--- config.mk ---
export PLATFORM = sky130hd
export DESIGN_NAME = wcd_result_queue
export DESIGN_NICKNAME = d
export VERILOG_FILES = /design/src/rtl/wcd_pkg.sv /design/src/rtl/wcd_result_queue.sv
export SDC_FILE = /design/constraint.sdc
export NUM_CORES = 1
export LEC_CHECK = 0
export ABC_AREA = 1
export CORE_MARGIN = 8
export CORE_UTILIZATION = 55
export DETAILED_ROUTE_END_ITERATION = 7
export DONT_BUFFER_PORTS = 1
export GPL_TIMING_DRIVEN = 0
export PLACE_DENSITY = 0.7
export SLEW_MARGIN = 20
export SYNTH_ARGS = -nofsm -noshare
export SYNTH_HDL_FRONTEND = slang
export SYNTH_SLANG_ARGS = --single-unit
--- constraint.sdc ---
create_clock -name clk -period 5.6 [get_ports clk]
set_clock_uncertainty 0.05 [all_clocks]
set_input_delay 0.56 -clock clk [delete_from_list [all_inputs] [get_ports clk]]
set_output_delay 0.56 -clock clk [all_outputs]
set_load 0.02 [all_outputs]
--- src/rtl/wcd_pkg.sv ---
// Shared types, constants and helpers for the waveform chunk decoder.
// No dependencies; imported by every module of the block and by wcd_result_if.
package wcd_pkg;

    localparam int unsigned MAX_POINTS   = 300000;
    localparam int unsigned POINT_W      = 19;
    localparam int unsigned VALUE_W      = 16;
    localparam int unsigned QUEUE_DEPTH  = 4;
    localparam int unsigned QUEUE_AW     = $clog2(QUEUE_DEPTH);
    localparam int unsigned QUEUE_CW     = $clog2(QUEUE_DEPTH + 1);

    localparam logic [31:0] MAGIC_TAG    = "PMAI";
    localparam logic [31:0] WAVE_TAG_2B  = "PWV5";
    localparam logic [31:0] WAVE_TAG_1B  = "PWV3";

    localparam logic [31:0] FILE_HDR_LEN   = 32'd12;
    localparam logic [31:0] CHUNK_HDR_MIN  = 32'd12;
    localparam logic [31:0] WAVE_HDR_LEN   = 32'd24;

    localparam logic       KIND_POINT  = 1'b0;
    localparam logic       KIND_STATUS = 1'b1;

    localparam logic [1:0] ST_OK       = 2'd0;
    localparam logic [1:0] ST_NO_MATCH = 2'd1;
    localparam logic [1:0] ST_FORMAT   = 2'd2;

    typedef struct packed {
        logic                has_point;
        logic [VALUE_W-1:0]  point_value;
        logic                has_status;
        logic [1:0]          status_code;
        logic [POINT_W-1:0]  point_count;
    } result_entry_t;

    function automatic logic [7:0] tag_byte(input logic [31:0] tag, input logic [1:0] idx);
        return tag[{~idx, 3'b000} +: 8];
    endfunction

endpackage

--- src/rtl/wcd_result_queue.sv ---
// Result queue: holds parser entries and splits a point-plus-status entry into two transactions.
// Depends on wcd_pkg for the entry type and queue sizing.
module wcd_result_queue
    import wcd_pkg::*;
(
    input  logic                 clk,
    input  logic                 rst_n,
    input  logic                 push,
    input  result_entry_t        entry,
    output logic                 room,
    output logic                 out_valid,
    input  logic                 out_ready,
    output logic                 result_kind,
    output logic [VALUE_W-1:0]   point_value,
    output logic [POINT_W-1:0]   point_count,
    output logic [1:0]           status_code,
    output logic                 end_of_run
);

    result_entry_t        mem_reg [QUEUE_DEPTH];
    logic [QUEUE_AW-1:0]  wr_ptr_reg;
    logic [QUEUE_AW-1:0]  rd_ptr_reg;
    logic [QUEUE_CW-1:0]  count_reg, count_next;
    logic                 sent_reg, sent_next;
    result_entry_t        head;
    logic                 show_point;
    logic                 take;
    logic                 pop;

    assign head       = mem_reg[rd_ptr_reg];
    assign show_point = head.has_point && !sent_reg;
    assign out_valid  = count_reg != '0;
    assign take       = out_valid && out_ready;
    assign pop        = take && !(show_point && head.has_status);

    assign result_kind = show_point ? KIND_POINT : KIND_STATUS;
    assign point_value = show_point ? head.point_value : '0;
    assign point_count = show_point ? '0 : head.point_count;
    assign status_code = show_point ? ST_OK : head.status_code;
    assign end_of_run  = !show_point;

    // one entry may sit in the parser input stage, so keep two slots free
    assign room = count_reg <= QUEUE_CW'(QUEUE_DEPTH - 2);

    always_comb
    begin
        count_next = count_reg + QUEUE_CW'(push) - QUEUE_CW'(pop);
        sent_next  = sent_reg;
        if (pop)
        begin
            sent_next = 1'b0;
        end
        else if (take)
        begin
            sent_next = 1'b1;
        end
    end

    always_ff @(posedge clk)
    begin
        if (push)
        begin
            mem_reg[wr_ptr_reg] <= entry;
        end
    end

    always_ff @(posedge clk or negedge rst_n)
    begin
        if (!rst_n)
        begin
            wr_ptr_reg <= '0;
            rd_ptr_reg <= '0;
            count_reg  <= '0;
            sent_reg   <= 1'b0;
        end
        else
        begin
            if (push)
            begin
                wr_ptr_reg <= wr_ptr_reg + QUEUE_AW'(1);
            end
            if (pop)
            begin
                rd_ptr_reg <= rd_ptr_reg + QUEUE_AW'(1);
            end
            count_reg <= count_next;
            sent_reg  <= sent_next;
        end
    end

    a_no_overflow: assert property (@(posedge clk) disable iff (!rst_n)
        push && !pop |-> count_reg < QUEUE_CW'(QUEUE_DEPTH))
        else $error("result queue overflow");

    a_count_bound: assert property (@(posedge clk) disable iff (!rst_n)
        count_reg <= QUEUE_CW'(QUEUE_DEPTH))
        else $error("result queue count out of range");

    a_split_entry: assert property (@(posedge clk) disable iff (!rst_n)
        sent_reg |-> out_valid && head.has_point && head.has_status)
        else $error("split flag set without a point-plus-status entry");

endmodule

==> out/summary.json <==
{
  "run_status": {"value": "complete, no violations"},
  "cts.root.buffer_cell": {"value": "sky130_fd_sc_hd__clkbuf_16"},
  "remaining_overflow_grt": {"value": 0},
  "place_area": {"value": 6930, "unit": "um^2"},
  "cts_tree": {"value": "done"},
  "routed_wl": {"value": 14.0, "unit": "mm"},
  "cts-buffers-inserted": {"value": 17},
  "fmax": {"value": 377, "unit": "MHz"},
  "cts_clock_pin_slew_for_the_worst_setup_and_hold_paths": {"value": 0.06, "unit": "ns"},
  "antenna_cells_inserted": {"value": 0},
  "clk_path_buf_depth": {"value": 2},
  "yosysUniqueCellTypes": {"value": 22},
  "synth_top_flop_cell": {"value": "sky130_fd_sc_hd__edfxtp_1"},
  "unrepaired_setup_endpoints_after_global_routing": {"value": "false"},
  "totalPowerFinal": {"value": 4.52, "unit": "mW"},
  "drt-wirelength-per-cell": {"value": 19.7, "unit": "um"},
  "cts.sinks": {"value": 164},
  "floorplan.initialDensity": {"value": 55.9, "unit": "%"},
  "final.setup.tns": {"value": 0, "unit": "ns"},
  "timing.critical_path.arrival": {"value": 2.04, "unit": "ns"},
  "flops_latches_synth": {"value": 164},
  "tightest_hold_check_type": {"value": "input port to flip-flop"},
  "worst_slew_margin_rel": {"value": 61.2, "unit": "%"},
  "layoutNonFillerInstCount": {"value": 708},
  "combPwrFrac": {"value": 39.9, "unit": "%"},
  "regToRegSetupSlack": {"value": 3.43, "unit": "ns"},
  "num-nets-final": {"value": 600},
  "cap_viol_max_count": {"value": 0},
  "fraction_of_synthesized_cell_area_in_xor_and_xnor_cells": {"value": 0.263, "unit": "%"},
  "yosys.area_share.simple": {"value": 9.51, "unit": "%"},
  "total_switching_power": {"value": 1.83, "unit": "mW"},
  "endpoint_kind": {"value": "output port"},
  "worstPathRequired": {"value": 4.99, "unit": "ns"},
  "fp.dieArea": {"value": 15900, "unit": "um^2"},
  "synth-compound-area-share": {"value": 9.92, "unit": "%"},
  "combinational_family_with_the_most_area_after_synthesis": {"value": "compound AO/OA/AOI/OAI gates"},
  "drt_iter0_markers": {"value": 393},
  "dp.final_hpwl": {"value": 9.00, "unit": "mm"},
  "boundaryPins": {"value": 84},
  "finalMaxSlewViolations": {"value": 0},
  "min_tclk_post_route": {"value": 2.65, "unit": "ns"},
  "whs": {"value": 0.172, "unit": "ns"},
  "final_hold_viol_count": {"value": 0},
  "critPathKind": {"value": "flip-flop to output port"},
  "critical_path.startpoint_type": {"value": "flip-flop"},
  "drt_pass1_iterations": {"value": 5},
  "ys_async_sr_fraction": {"value": 4.88, "unit": "%"},
  "net_switching_fraction_of_the_power": {"value": 40.4, "unit": "%"},
  "drt.antenna.violating_nets": {"value": 0},
  "antenna_found_initial": {"value": 0},
  "synth.cell_area": {"value": 6660, "unit": "um^2"},
  "num_rows": {"value": 40},
  "p_leak": {"value": 2.77, "unit": "nW"},
  "drc": {"value": 0},
  "vias": {"value": 3972},
  "mappedNetlistNets": {"value": 576},
  "cts_max_level": {"value": 4},
  "count_of_port_buffers_added_during_placement": {"value": 0},
  "grt_max_degree": {"value": 26},
  "area_delta_synth_final": {"value": 12.1, "unit": "%"},
  "internal-power": {"value": 2.69, "unit": "mW"},
  "synth-seq-area-share": {"value": 73.4, "unit": "%"},
  "die-width": {"value": 126, "unit": "um"},
  "synth-edff-count": {"value": 156},
  "first_global_vias": {"value": 3925},
  "peakVddDrop": {"value": 0.272, "unit": "mV"},
  "post_cts.resized_instances": {"value": 0},
  "gr-usage-all-layers": {"value": 18.0, "unit": "%"},
  "placed_cells": {"value": 677},
  "ys_warn_count": {"value": 0},
  "synth_area_per_cell": {"value": 12.7, "unit": "um^2"},
  "power.sequential.fraction": {"value": 37.0, "unit": "%"},
  "share_of_cells_above_drive_strength_1": {"value": 14.3, "unit": "%"},
  "critical_path.max_fanout": {"value": 10},
  "coreArea": {"value": 11900, "unit": "um^2"},
  "worst_pin_slew": {"value": 0.582, "unit": "ns"},
  "die_h": {"value": 126, "unit": "um"},
  "synthMuxAreaShare": {"value": 0, "unit": "%"},
  "setup-violations-final": {"value": 0},
  "stdcell_area": {"value": 7460, "unit": "um^2"},
  "p_clk_share": {"value": 23.0, "unit": "%"},
  "via_per_inst": {"value": 5.61},
  "synth-adder-area-share": {"value": 1.43, "unit": "%"},
  "synthesis.instances": {"value": 526},
  "wire_length_of_the_first_global_routing_pass": {"value": 21.1, "unit": "mm"},
  "power.density_cell_area": {"value": 606, "unit": "nW/um^2"},
  "gpl.final_weighted_congestion": {"value": 0.737},
  "largest_register_ff_count": {"value": 156},
  "clkLatencyLatePin": {"value": 0.43, "unit": "ns"},
  "final.period_utilization": {"value": 47.3, "unit": "%"}
}
Yosys cell counts (8+ instances only):
cell / count / area [um^2]
sky130_fd_sc_hd__o21ai_1: 13 / 65.1
sky130_fd_sc_hd__buf_4: 9 / 67.6
sky130_fd_sc_hd__o21ai_0: 63 / 315
sky130_fd_sc_hd__dfrtp_1: 8 / 200
sky130_fd_sc_hd__nand2_1: 45 / 169
sky130_fd_sc_hd__a21oi_2: 16 / 140
sky130_fd_sc_hd__edfxtp_1: 156 / 4680
sky130_fd_sc_hd__inv_1: 43 / 161
sky130_fd_sc_hd__nand3_1: 8 / 40.0
sky130_fd_sc_hd__nor2_1: 107 / 402
sky130_fd_sc_hd__buf_2: 11 / 55.1
sky130_fd_sc_hd__o22ai_1: 21 / 131
cells in the final DEF, fill, tap and decap left out, types with 4 or more instances in the layout:
cell type / n
sky130_fd_sc_hd__edfxtp_1: 156
sky130_fd_sc_hd__clkbuf_16: 17
sky130_fd_sc_hd__dfrtp_1: 8
sky130_fd_sc_hd__buf_4: 9
sky130_fd_sc_hd__o21ai_1: 13
sky130_fd_sc_hd__inv_1: 39
sky130_fd_sc_hd__buf_6: 4
sky130_fd_sc_hd__nor2_1: 107
sky130_fd_sc_hd__clkinv_2: 4
sky130_fd_sc_hd__nand2_1: 45
sky130_fd_sc_hd__nand3_1: 8
sky130_fd_sc_hd__buf_2: 11
sky130_fd_sc_hd__a21oi_2: 16
sky130_fd_sc_hd__o22ai_1: 21
sky130_fd_sc_hd__inv_2: 5
sky130_fd_sc_hd__ha_1: 6
sky130_fd_sc_hd__clkbuf_1: 11
sky130_fd_sc_hd__o21ai_0: 63
worst max-delay path, cell delays in order, from the launching register on:
cell and delay, ns:
sky130_fd_sc_hd__dfrtp_1 0.37, sky130_fd_sc_hd__buf_6 0.14, sky130_fd_sc_hd__inv_4 0.08, sky130_fd_sc_hd__clkbuf_1 0.46, sky130_fd_sc_hd__o21ai_0 0.23, sky130_fd_sc_hd__a21oi_2 0.33
power by group through the flow:
stage	Sequential, mW	Clock, mW	Combinational, mW
finish	1.67	1.04	1.81
global route	1.69	1.10	1.98
CTS	1.67	1.05	1.82
detailed placement	1.70	0	1.81
global placement	1.70	0	1.73
floorplan	1.69	0	1.35
path summary, 6_finish.rpt:
kind | startpoint | endpoint | cells past startpoint
min in group asynchronous | rst_n | wr_ptr_reg[0] | 1
worst max-delay path | rd_ptr_reg[0] | point_value[2] | 5
worst min-delay path | entry[30] | mem_reg[2][30] | 0
max in group asynchronous | rst_n | count_reg[2] | 1
worst max register to register | count_reg[0] | count_reg[2] | 11
worst min register to register | wr_ptr_reg[0] | wr_ptr_reg[0] | 1
layout make-up:
class,count,area [um^2]
flip-flops and latches,164,4880
plain buffers,31,194
multi-input cells,286,1410
inverters,45,171
clock buffers,21,440
repair buffers,5,97.6
clock inverters,9,83.8
fillers,878,4450
well taps,147,184
through the flow:
step                      util (%)  setup WS [ns]
final                         62.6           2.95
after global routing          62.6           2.88
after CTS                     62.6           2.96
after detailed placement      58.2           3.42
after global placement        57.4           2.90
after floorplan                  -           3.55
layer usage:
layer / GRT usage [%] / vias up / part of all wire, %
li1: - / 1875 / -
met2: 30.0 / 135 / 51
met4: 7.43 / 0 / 1.6
met3: 7.47 / 20 / 9.2
met5: 0 / - / 0
met1: 19.9 / 1942 / 38
timing repair:
action	CTS	global route
hold buffers	1	0
buffers inserted	0	0
endpoints found under the hold margin	8	0
cells by family after synthesis:
group	count (synthesis)
compound gates	114
flops	164
buf+inv	76
simple gates	163
xor+xnor	2
fa+ha+maj	7
Power figures use the tool's default switching activity.
