<file path="src/rtl/wcd_pkg.sv">
// Shared types, constants and helpers for the waveform chunk decoder.
// No dependencies; imported by every module of the block and by wcd_result_if.
package wcd_pkg;

    localparam int unsigned MAX_POINTS   = 300000;
    localparam int unsigned POINT_W      = 19;
    localparam int unsigned VALUE_W      = 16;
    localparam int unsigned QUEUE_DEPTH  = 4;
    localparam int unsigned QUEUE_AW     = $clog2(QUEUE_DEPTH);
    localparam int unsigned QUEUE_CW     = $clog2(QUEUE_DEPTH + 1);

    localparam logic [31:0] MAGIC_TAG    = "PMAI";
    localparam logic [31:0] WAVE_TAG_2B  = "PWV5";
    localparam logic [31:0] WAVE_TAG_1B  = "PWV3";

    localparam logic [31:0] FILE_HDR_LEN   = 32'd12;
    localparam logic [31:0] CHUNK_HDR_MIN  = 32'd12;
    localparam logic [31:0] WAVE_HDR_LEN   = 32'd24;

    localparam logic       KIND_POINT  = 1'b0;
    localparam logic       KIND_STATUS = 1'b1;

    localparam logic [1:0] ST_OK       = 2'd0;
    localparam logic [1:0] ST_NO_MATCH = 2'd1;
    localparam logic [1:0] ST_FORMAT   = 2'd2;

    typedef struct packed {
        logic                has_point;
        logic [VALUE_W-1:0]  point_value;
        logic                has_status;
        logic [1:0]          status_code;
        logic [POINT_W-1:0]  point_count;
    } result_entry_t;

    function automatic logic [7:0] tag_byte(input logic [31:0] tag, input logic [1:0] idx);
        return tag[{~idx, 3'b000} +: 8];
    endfunction

endpackage

</file>
<file path="src/rtl/wcd_parser.sv">
// Input register, file/chunk walk state and point conversion for one byte per cycle.
// Depends on wcd_pkg; produces one queue entry per byte that yields a result.
module wcd_parser
    import wcd_pkg::*;
(
    input  logic          clk,
    input  logic          rst_n,
    input  logic          wave_style,
    input  logic          byte_valid,
    input  logic [7:0]    data_byte,
    input  logic          last_byte,
    output logic          push,
    output result_entry_t entry
);

    localparam logic [2:0] PH_HEADER = 3'd0;
    localparam logic [2:0] PH_SKIP   = 3'd1;
    localparam logic [2:0] PH_CHUNK  = 3'd2;
    localparam logic [2:0] PH_EXT    = 3'd3;
    localparam logic [2:0] PH_POINTS = 3'd4;
    localparam logic [2:0] PH_DONE   = 3'd5;

    logic               s1_valid_reg;
    logic [7:0]         s1_byte_reg;
    logic               s1_last_reg;

    logic [31:0]        pos_reg, pos_next;
    logic [31:0]        total_reg, total_next;
    logic [31:0]        cstart_reg, cstart_next;
    logic [31:0]        hlen_reg, hlen_next;
    logic [31:0]        clen_reg, clen_next;
    logic [31:0]        cend_reg, cend_next;
    logic [31:0]        fs_reg, fs_next;
    logic               tag_reg, tag_next;
    logic [POINT_W-1:0] left_reg, left_next;
    logic [POINT_W-1:0] ptotal_reg, ptotal_next;
    logic [7:0]         held_reg, held_next;
    logic [2:0]         phase_reg, phase_next;
    logic               found_reg, found_next;
    logic               err_reg, err_next;
    logic               style_reg, style_next;

    logic [31:0]        offset;
    logic [31:0]        shifted;
    logic [31:0]        walk_addr;
    logic [31:0]        walk_rest;
    logic [33:0]        need;
    logic [15:0]        wword;
    logic [POINT_W-1:0] left_dec;
    logic [1:0]         code;
    logic               style_eff;
    logic               fail_req;
    logic               walk_req;
    logic               bad;
    result_entry_t      entry_c;

    always_ff @(posedge clk or negedge rst_n)
    begin
        if (!rst_n)
        begin
            s1_valid_reg <= 1'b0;
        end
        else
        begin
            s1_valid_reg <= byte_valid;
        end
    end

    always_ff @(posedge clk)
    begin
        if (byte_valid)
        begin
            s1_byte_reg <= data_byte;
            s1_last_reg <= last_byte;
        end
    end

    always_comb
    begin
        pos_next    = pos_reg;
        total_next  = total_reg;
        cstart_next = cstart_reg;
        hlen_next   = hlen_reg;
        clen_next   = clen_reg;
        cend_next   = cend_reg;
        fs_next     = fs_reg;
        tag_next    = tag_reg;
        left_next   = left_reg;
        ptotal_next = ptotal_reg;
        held_next   = held_reg;
        phase_next  = phase_reg;
        found_next  = found_reg;
        err_next    = err_reg;
        fail_req    = 1'b0;
        walk_req    = 1'b0;
        walk_addr   = cstart_reg;
        walk_rest   = '0;
        need        = '0;
        wword       = {held_reg, s1_byte_reg};
        left_dec    = left_reg - POINT_W'(left_reg != '0);
        entry_c     = '0;
        code        = ST_OK;
        bad         = 1'b0;

        offset    = pos_reg - cstart_reg;
        shifted   = {fs_reg[23:0], s1_byte_reg};
        style_eff = (pos_reg == '0) ? wave_style : style_reg;
        style_next = style_eff;

        if (phase_reg == PH_SKIP && pos_reg == cstart_reg)
        begin
            phase_next = PH_CHUNK;
            tag_next   = 1'b1;
        end

        unique case (phase_next)
            PH_HEADER:
            begin
                if (pos_reg < 32'd4)
                begin
                    if (s1_byte_reg != tag_byte(MAGIC_TAG, pos_reg[1:0]))
                    begin
                        fail_req = 1'b1;
                    end
                end
                else
                begin
                    fs_next = shifted;
                    if (pos_reg == 32'd7)
                    begin
                        cstart_next = shifted;
                    end
                    if (pos_reg == 32'd11)
                    begin
                        total_next = shifted;
                        if (cstart_reg < FILE_HDR_LEN || cstart_reg > shifted)
                        begin
                            fail_req = 1'b1;
                        end
                        else
                        begin
                            walk_req  = 1'b1;
                            walk_addr = cstart_reg;
                        end
                    end
                end
            end
            PH_CHUNK:
            begin
                if (offset < 32'd4)
                begin
                    if (s1_byte_reg != tag_byte(style_eff ? WAVE_TAG_1B : WAVE_TAG_2B,
                                                offset[1:0]))
                    begin
                        tag_next = 1'b0;
                    end
                end
                else
                begin
                    fs_next = shifted;
                    if (offset == 32'd7)
                    begin
                        hlen_next = shifted;
                    end
                    if (offset == 32'd11)
                    begin
                        clen_next = shifted;
                        cend_next = cstart_reg + shifted;
                        if (hlen_reg < CHUNK_HDR_MIN || shifted < hlen_reg ||
                            shifted > total_reg - cstart_reg)
                        begin
                            fail_req = 1'b1;
                        end
                        else if (!tag_next)
                        begin
                            walk_req  = 1'b1;
                            walk_addr = cstart_reg + shifted;
                        end
                        else if (found_reg || hlen_reg != WAVE_HDR_LEN)
                        begin
                            fail_req = 1'b1;
                        end
                        else
                        begin
                            phase_next = PH_EXT;
                        end
                    end
                end
            end
            PH_EXT:
            begin
                fs_next = shifted;
                need = (style_eff ? {2'b00, shifted} : {1'b0, shifted, 1'b0})
                       + {2'b00, WAVE_HDR_LEN};
                if (offset == 32'd15 && shifted != (style_eff ? 32'd1 : 32'd2))
                begin
                    fail_req = 1'b1;
                end
                else if (offset == 32'd19)
                begin
                    if (shifted == '0 || shifted > 32'(MAX_POINTS) ||
                        need != {2'b00, clen_reg})
                    begin
                        fail_req = 1'b1;
                    end
                    else
                    begin
                        ptotal_next = shifted[POINT_W-1:0];
                        left_next   = shifted[POINT_W-1:0];
                        found_next  = 1'b1;
                    end
                end
                else if (offset == 32'd23)
                begin
                    phase_next = PH_POINTS;
                end
            end
            PH_POINTS:
            begin
                if (!style_eff && !offset[0])
                begin
                    held_next = s1_byte_reg;
                end
                else
                begin
                    entry_c.has_point = 1'b1;
                    if (style_eff)
                    begin
                        entry_c.point_value = {8'h00, s1_byte_reg[4:0], s1_byte_reg[7:5]};
                    end
                    else
                    begin
                        entry_c.point_value = {2'b00, wword[6:2], wword[9:7],
                                               wword[12:10], wword[15:13]};
                    end
                    left_next = left_dec;
                    if (left_dec == '0)
                    begin
                        walk_req  = 1'b1;
                        walk_addr = cend_reg;
                    end
                end
            end
            default:
            begin
            end
        endcase

        walk_rest = total_next - walk_addr;
        if (walk_req)
        begin
            if (walk_addr == total_next)
            begin
                phase_next = PH_DONE;
            end
            else if (walk_rest < FILE_HDR_LEN)
            begin
                fail_req = 1'b1;
            end
            else
            begin
                cstart_next = walk_addr;
                phase_next  = PH_SKIP;
            end
        end
        if (fail_req)
        begin
            err_next   = 1'b1;
            phase_next = PH_DONE;
        end

        pos_next = pos_reg + 32'd1;

        if (s1_last_reg)
        begin
            bad = err_next || phase_next != PH_DONE || pos_next != total_next;
            if (bad)
            begin
                code = ST_FORMAT;
            end
            else if (found_next)
            begin
                code = ST_OK;
            end
            else
            begin
                code = ST_NO_MATCH;
            end
            entry_c.has_status  = 1'b1;
            entry_c.status_code = code;
            entry_c.point_count = (code == ST_OK) ? ptotal_next : '0;

            pos_next    = '0;
            total_next  = '0;
            cstart_next = '0;
            hlen_next   = '0;
            clen_next   = '0;
            cend_next   = '0;
            fs_next     = '0;
            tag_next    = 1'b1;
            left_next   = '0;
            ptotal_next = '0;
            held_next   = '0;
            phase_next  = PH_HEADER;
            found_next  = 1'b0;
            err_next    = 1'b0;
            style_next  = 1'b0;
        end
    end

    always_ff @(posedge clk or negedge rst_n)
    begin
        if (!rst_n)
        begin
            pos_reg    <= '0;
            total_reg  <= '0;
            cstart_reg <= '0;
            hlen_reg   <= '0;
            clen_reg   <= '0;
            cend_reg   <= '0;
            fs_reg     <= '0;
            tag_reg    <= 1'b1;
            left_reg   <= '0;
            ptotal_reg <= '0;
            held_reg   <= '0;
            phase_reg  <= PH_HEADER;
            found_reg  <= 1'b0;
            err_reg    <= 1'b0;
            style_reg  <= 1'b0;
        end
        else if (s1_valid_reg)
        begin
            pos_reg    <= pos_next;
            total_reg  <= total_next;
            cstart_reg <= cstart_next;
            hlen_reg   <= hlen_next;
            clen_reg   <= clen_next;
            cend_reg   <= cend_next;
            fs_reg     <= fs_next;
            tag_reg    <= tag_next;
            left_reg   <= left_next;
            ptotal_reg <= ptotal_next;
            held_reg   <= held_next;
            phase_reg  <= phase_next;
            found_reg  <= found_next;
            err_reg    <= err_next;
            style_reg  <= style_next;
        end
    end

    assign push  = s1_valid_reg && (entry_c.has_point || entry_c.has_status);
    assign entry = entry_c;

    a_err_parks: assert property (@(posedge clk) disable iff (!rst_n)
        err_reg |-> phase_reg == PH_DONE)
        else $error("error seen while walk still active");

    a_last_clears: assert property (@(posedge clk) disable iff (!rst_n)
        s1_valid_reg && s1_last_reg |=> pos_reg == '0 && phase_reg == PH_HEADER)
        else $error("state not cleared after final byte");

    a_points_found: assert property (@(posedge clk) disable iff (!rst_n)
        phase_reg == PH_POINTS |-> found_reg && left_reg != '0)
        else $error("point phase without a counted chunk");

endmodule

</file>
<file path="config.mk">
export PLATFORM = sky130hd
export DESIGN_NAME = wcd_parser
export DESIGN_NICKNAME = d
export VERILOG_FILES = /design/src/rtl/wcd_pkg.sv /design/src/rtl/wcd_parser.sv
export SDC_FILE = /design/constraint.sdc
export NUM_CORES = 1
export LEC_CHECK = 0
export BUFFER_PORTS_ARGS = -buffer_cell sky130_fd_sc_hd__clkbuf_2
export CORE_MARGIN = 2
export CORE_UTILIZATION = 55
export CTS_BUF_LIST = sky130_fd_sc_hd__clkbuf_2
export CTS_CLUSTER_SIZE = 20
export DETAILED_ROUTE_END_ITERATION = 8
export PLACE_DENSITY = 0.73
export SLEW_MARGIN = 10
export SYNTH_ARGS = -nofsm -noshare
export SYNTH_HDL_FRONTEND = slang
export SYNTH_SLANG_ARGS = --single-unit
</file>
<file path="constraint.sdc">
create_clock -name clk -period 22.5 [get_ports clk]
set_input_delay 6.75 -clock clk [delete_from_list [all_inputs] [get_ports clk]]
set_output_delay 6.75 -clock clk [all_outputs]
set_load 0.02 [all_outputs]
</file>
==> results of run 1 <==
[per-layer routing]
layer  up-vias  part of all wire, %
met5         -                0.023
met2      1867                   43
met4         4                  7.4
met3       476                   11
li1      13000                    -
met1     14200                   38
[final cells by class]
type	count	area (um2)
Clock inverter	24	153
Inverter	210	791
Antenna cell	2	5.00
Timing Repair Buffer	121	806
Sequential cell	279	7030
Multi-Input combinational cell	2797	19400
Fill cell	4706	21400
Clock buffer	113	566
Tap cell	680	851
[final timing paths]
kind	start	endpoint	slack, ns	cells after the start
setup / recovery	wave_style	entry[7]	2.57	20
hold / removal	cend_reg[2]	cend_reg[2]	0.48	2
setup reg to reg	cstart_reg[1]	cstart_reg[26]	7.93	46
hold reg to reg	cend_reg[2]	cend_reg[2]	0.48	2
max in group asynchronous	rst_n	hlen_reg[26]	14.73	3
min in group asynchronous	rst_n	ptotal_reg[8]	5.54	1
[per-stage QoR]
| stage | cells | cell area, um2 |
|---|---|---|
| after global routing | 4225 | 29600 |
| after global placement | 4087 | 28900 |
| after floorplan | 3528 | 28200 |
| after detailed placement | 4087 | 28900 |
| final | 4226 | 29600 |
| after CTS | 4224 | 29600 |
[logic make-up after synthesis]
logic type / Yosys count
fa+ha+maj: 229
compound gates: 1002
mux: 166
simple gates: 1217
flops: 279
other cells: 1
xor+xnor: 181
buf+inv: 452
[power by group through the flow]
stage | logic, uW | clock network (uW) | registers, uW
floorplan | 863 | 0 | 637
global placement | 1290 | 0 | 670
detailed placement | 1310 | 0 | 673
CTS | 1320 | 410 | 663
global route | 1450 | 434 | 676
finish | 1370 | 408 | 669
[cell usage in the layout (no fill, tap or decap), types with 13 or more instances in the layout]
master,Yosys,routed
xnor2_1,131,131
a2111oi_0,15,13
xor2_1,49,49
o211ai_1,28,28
a21o_1,60,60
clkbuf_2,2,162
o22ai_1,19,19
and3_1,35,35
a211oi_1,23,23
mux2_1,27,27
o2111ai_1,14,14
nor3_1,101,99
nor4_1,97,97
nand4_1,69,69
ha_1,226,226
clkinv_1,10,24
dfrtp_1,269,269
nand3_1,96,95
or3_1,27,27
mux2i_1,88,88
and2_1,25,25
mux2_2,50,50
a31oi_1,37,36
nand2_1,296,296
o21ai_0,165,164
o221ai_1,15,15
nor2_1,291,289
inv_1,198,198
a221o_1,31,31
a211o_1,13,13
o2bb2ai_1,87,87
buf_4,5,70
nor2b_1,23,23
o21a_1,23,23
a21oi_1,273,273
o21bai_1,21,21
nand2b_1,48,47
o31ai_1,45,45
[tightest hold or removal path, stage by stage (launching register included)]
cell and delay, ns:
dfrtp_1 0.35, nand2_1 0.05, o31ai_1 0.05
==> parameters.txt, run 1 <==
Parameter                              Value

Clock tree
  CTS root buf    clkbuf_2
  Clock latency on the worst-skew pair    1.16 ns
  Number of buffers created by CTS    81
  Clock Sink Count    279
  Total of hold buffers inserted after clock tree synthesis    0
  Clock tree from TritonCTS    done
  H-tree level count    3
  Clock-pin slew of the registers on the worst-case setup and hold paths    0.10 ns
  Number of buffers on the longest clock path    3
  Postcts setup bufs    0
  Cells resized by post-CTS repair    0

Synthesis
  Seq/Total Area, Yosys    24.9%
  Async SR Flop Fraction    96.8%
  Most area-hungry cell type in the Yosys netlist    dfrtp_1
  FF+latch count, synth    279
  Post-Syn Area per Cell    8.00 um2
  Count leader, synth    nand2_1
  Ranking of synthesized cells by area    dfrtp_1 24%, ha_1 10%, a21oi_1 4.8%
  Dominant register cell in the synthesized netlist    dfrtp_1
  Area fraction of the dominant cell type after synthesis    23.9%
  Synthesis Warnings    0
  Number of distinct library cells after synthesis    113
  Synthesized instance count    3527
  Most instantiated cells after synthesis    296 x nand2_1, 291 x nor2_1, 273 x a21oi_1, 269 x dfrtp_1, 226 x ha_1
  Area fraction in and, or, nand and nor cells after synthesis    22.2%
  Mux share of post-synthesis cell area    6.25%
  Post-synthesis share of cell area spent on xor and xnor gates    5.68%
  Dominant combinational cell family by area after synthesis    compound AO/OA/AOI/OAI gates
  Synthesized cell area    0.0282 mm2
  Compound-gate portion of the synthesized area    24.2%
  Adder-cell share of the synthesized area    10.2%
  Post-synth EDFFs    9

Route
  Detailed Route Iter0 Violations    3641
  Antenna Nets Post-Route    0
  Iteration count of the initial detailed-routing pass    6
  # DRC    0
  Average detailed-routed wire length per instance    28.2 um
  Vias    29600
  Via count normalized by instance count    7.00
  Overall routed net length    119 mm

Pwr
  PD cells    82.7 mW/mm2
  Leakage power of the design    0.0130 uW
  Worst-case vdd ir drop    0.0703 mV
  Share of power burned in combinational logic    56.0%
  Total chip power    2450 uW
  Clock network fraction of design power    16.7%
  Power spent charging and discharging nets    1280 uW
  P_int    1170 uW
  Reg power frac    27.3%
  Net switching share of the total power    52.2%

Setup path
  Required time at the endpoint of the critical path    15.75 ns
  Crit Path Category    in -> out
  Arrival time of data at the critical path endpoint    13.18 ns
  Startpoint types    primary input
  Category of the worst setup path capture point    primary output
  Maximum fanout along the worst path    41
  Stage delay of the slowest cell on the critical path    0.83 ns
  Library cell contributing the largest single delay on the critical path    nand4_2
  Buffers and inverters on the worst path    3
  Ordered cell list for the critical path    clkbuf_2, nand3_1, nor3_4, nor2_4, buf_4, a21boi_0, ha_1, or4_1, o31ai_1, mux2i_1, o31ai_1, nand2_1, nand4b_1, or4b_1, nor4_1, and4_1, nand4_2, mux2_1, nor4b_2, clkbuf_2
  Cell family with most CP delay    simple AND/OR/NAND/NOR gates

Hold path
  Type of the most critical hold path    reg -> reg

Global route
  Global-route track usage on met1    55.8%
  Largest net degree at the start of global routing    82
  Antenna violations before repair    5
  Number of global-route vias before repair    27700
  Met2 demand-to-capacity share in global routing    66.8%
  Global-route total usage across every layer    44.1%
  Met3 demand-to-capacity share in global routing    11.3%
  Gr ovfl total    0
  First-pass GRT wire length    177 mm
  Layer with the highest usage after global routing    met2

Floorplan
  Number of ports placed on the die boundary    53
  Initial standard-cell utilization of the core    55.3%
  Die ar.    0.0531 mm2
  Vert. Die Dim    231 um
  Width of the die    231 um
  Placeable Area    0.0510 mm2
  Count of standard-cell rows    83

Timing
  Max-slew headroom at the worst pin    13.1%
  Final critical-path share of the clock period    88.6%
  Max Slew Vio Count    0
  Maximum clock rate    0.0502 GHz
  Worst setup margin    2.57 ns
  Post-layout min period    19.93 ns
  Number of hold violations in the final report    0
  # setup viols final    0
  Hold Slack    0.484 ns
  Setup_tns    0 ns
  Worst slew pin tran    1.29 ns
  Setup repair after global routing missed its margin    no
  Post-Route Skew    0.110 ns

Job
  Number of maximum-capacitance constraint violations    0

Final layout
  Share of final-layout standard cells stronger than drive strength 1    10.3%
  Area growth from synthesis to layout    4.98%
  Net count, final    3732
  Share of the core filled with cells    58.1%

Placement
  Placer's final routability congestion estimate    1.04
  Number of buffers inserted by port buffering    50
  Half-perimeter wire length after placement    88.1 mm
  Worst setup timing slack at the placement stage    2.67 ns

Status
  Status    finished clean
Power figures use the tool's default switching activity.
==> run 2: changes to the inputs <==
BUFFER_PORTS_ARGS = not set   (was -buffer_cell sky130_fd_sc_hd__clkbuf_2)
DONT_BUFFER_PORTS = 1   (was not set)
PLACE_DENSITY = 0.72   (was 0.73)
RECOVER_POWER = 50   (was not set)
==> run 2 against run 1 <==
The run now ends with capacitance limit, slew limit left. Combinational power barely moved. Clock power rose by 2%. Core utilization decreased by 0.53 points. Global-route usage about the same. Critical path depth is 1 higher. Sequential share of layout area rose by 0.22 points. Sequential cell count unchanged. Non-clock buffer count down 51. Die area stayed put. Worst hold slack lost 0.0017 ns. Cell count fell by 0.99%. Critical path type unchanged. Highest routed layer unchanged.
==> parameters.txt, run 2 (synthesis results as in run 1) <==
Parameter                              Value

Floorplan
  Die ar.    0.0531 mm2 (unchanged)
  Number of ports placed on the die boundary    53 (unchanged)
  Initial standard-cell utilization of the core    55.3% (unchanged)
  Vert. Die Dim    231 um (unchanged)
  Width of the die    231 um (unchanged)
  Placeable Area    0.0510 mm2 (unchanged)
  Count of standard-cell rows    83 (unchanged)

Placement
  Half-perimeter wire length after placement    88.1 mm (about the same)
  Placer's final routability congestion estimate    1.03 (was 1.04)
  Total cell area at the placement stage    0.0286 mm2 (was 0.0289 mm2)
  Number of buffers inserted by port buffering    0 (was 50)
  Placed cell count    4036 (was 4087)

Clock tree
  Cells resized by post-CTS repair    0 (unchanged)
  Number of buffers on the longest clock path    3 (unchanged)
  Clock Sink Count    279 (unchanged)
  Number of buffers created by CTS    82 (was 81)
  Clock tree from TritonCTS    done (unchanged)
  Clock latency on the worst-skew pair    1.16 ns (about the same)
  Postcts setup bufs    0 (unchanged)
  Clock-pin slew of the registers on the worst-case setup and hold paths    0.08 ns (was 0.10 ns)
  Total of hold buffers inserted after clock tree synthesis    0 (unchanged)
  H-tree level count    3 (unchanged)
  CTS root buf    clkbuf_2 (unchanged)

Timing
  Setup_tns    0 ns (unchanged)
  # setup viols final    0 (unchanged)
  Post-Route Skew    0.0937 ns (was 0.110 ns)
  Final critical-path share of the clock period    89.9% (was 88.6%)
  Maximum clock rate    0.0494 GHz (was 0.0502 GHz)
  Max-slew headroom at the worst pin    -355% (was 13.1%)
  Setup repair after global routing missed its margin    no (unchanged)
  Max Slew Vio Count    267 (was 0)
  Worst slew pin tran    6.82 ns (was 1.29 ns)
  Number of hold violations in the final report    0 (unchanged)
  Post-layout min period    20.23 ns (was 19.93 ns)
  Hold Slack    0.483 ns (was 0.484 ns)

Pwr
  PD cells    83.0 mW/mm2 (was 82.7 mW/mm2)
  Leakage power of the design    0.0128 uW (was 0.0130 uW)
  Worst-case vdd ir drop    0.0645 mV (was 0.0703 mV)

Global route
  First-pass GRT wire length    176 mm (was 177 mm)
  Gr ovfl total    0 (unchanged)
  Number of global-route vias before repair    27900 (was 27700)
  Global-route total usage across every layer    44.1% (about the same)
  Antenna violations before repair    3 (was 5)
  Largest net degree at the start of global routing    271 (was 82)

Route
  Overall routed net length    119 mm (about the same)
  Antenna Nets Post-Route    0 (unchanged)
  Via count normalized by instance count    7.05 (was 7.00)
  Detailed Route Iter0 Violations    3457 (was 3641)
  # DRC    0 (unchanged)
  Vias    29500 (was 29600)
  Average detailed-routed wire length per instance    28.4 um (was 28.2 um)
  Iteration count of the initial detailed-routing pass    7 (was 6)

Final layout
  Total area of multi-input combinational cells    0.0194 mm2 (about the same)
  Share of final-layout standard cells stronger than drive strength 1    9.02% (was 10.3%)
  Net count, final    3682 (was 3732)
  Highest-count cells in the layout ignoring fill and taps    296 x nand2_1, 288 x nor2_1, 273 x a21oi_1 (was 296 x nand2_1, 289 x nor2_1, 273 x a21oi_1)
  Storage cell area    0.00703 mm2 (unchanged)
  Non-filler instance count after layout    4184 (was 4226)
  Final instance area    0.0294 mm2 (was 0.0296 mm2)
  Layout fillers    4715 (was 4706)
  Area growth from synthesis to layout    4.03% (was 4.98%)
  Most common library cell in the layout ignoring fill and taps    nand2_1 (unchanged)

Hold path
  Type of the most critical hold path    reg -> reg (unchanged)
  Worst hold path cell count    2 (unchanged)

Status
  Status    complete, but fails checks (was finished clean)
  Violated checks    capacitance limit, slew limit

Job
  Number of maximum-capacitance constraint violations    4 (was 0)

Setup path
  Arrival time of data at the critical path endpoint    13.48 ns (was 13.18 ns)
  Category of the worst setup path capture point    primary output (unchanged)
  Maximum fanout along the worst path    41 (unchanged)
  R2R cell count    46 (unchanged)
  Crit Path Category    in -> out (unchanged)
  Required time at the endpoint of the critical path    15.75 ns (about the same)
  Startpoint types    primary input (unchanged)
[run 2: cell types whose count changed in the layout (fill, tap and decap cells not counted), sizes merged]
cell,delta
diode,-1
buf,-7
clkinvlp,+1
clkinv,+10
clkbuf,-45
[run 2: stage by stage]
step	utilization (%)	total power [uW]	setup slack, ns
after floorplan	-	1500	3.40
after global placement	56.2	1950	2.78
after detailed placement	56.2	1970	2.63
after CTS	57.6	2390	2.62
after global routing	57.6	2550	1.85
final	57.6	2440	2.27
[run 2: final timing paths]
kind	start	slack, ns	end
max	wave_style	2.27	entry[10]
min	cend_reg[17]	0.48	cend_reg[17]
max reg2reg	cstart_reg[1]	7.75	cstart_reg[30]
min reg2reg	cend_reg[17]	0.48	cend_reg[17]
max in group asynchronous	rst_n	16.50	pos_reg[19]
min in group asynchronous	rst_n	5.32	ptotal_reg[12]
[run 2: layer usage]
| metal | global-route usage, % | up-vias | part of all wire (%) |
|---|---|---|---|
| li1 | - | 12900 | - |
| met2 | 67.2 | 1895 | 43 |
| met4 | 28.9 | 2 | 7.4 |
| met3 | 11.3 | 460 | 12 |
| met5 | 0 | - | 0.015 |
| met1 | 55.2 | 14200 | 38 |
[run 2: cell type report]
cell class / instances / share of cell area [%]
timing repair buffer: 70 / 1.73
clock inverter: 35 / 0.665
inverter: 210 / 2.69
antenna: 1 / 0.00852
multi-input combinational: 2797 / 66.2
clock buffer: 112 / 1.91
sequential: 279 / 23.9
tap: 680 / 2.90
[run 2: worst max-delay path, cell delays in order]
cell,delay (ns)
nand3_1,0.15
nor3_4,0.05
buf_4,0.26
nor2_4,0.14
buf_4,0.45
a21boi_0,0.18
ha_1,0.29
or4_1,0.75
o31ai_1,0.30
mux2i_1,0.13
o31ai_1,0.37
nand2_1,0.11
nand4b_1,0.18
or4b_1,0.54
nor4_1,0.18
and4_1,0.25
nand4_2,0.80
buf_4,0.54
mux2i_1,0.19
nand2_1,0.08
nor3_1,0.75
[run 2: power by group]
group          leakage [uW]  total (uW)  internal [uW]  switching, uW
logic               0.00845        1350            442            904
registers           0.00377         676            575            101
clock network      0.000571         415            152            263
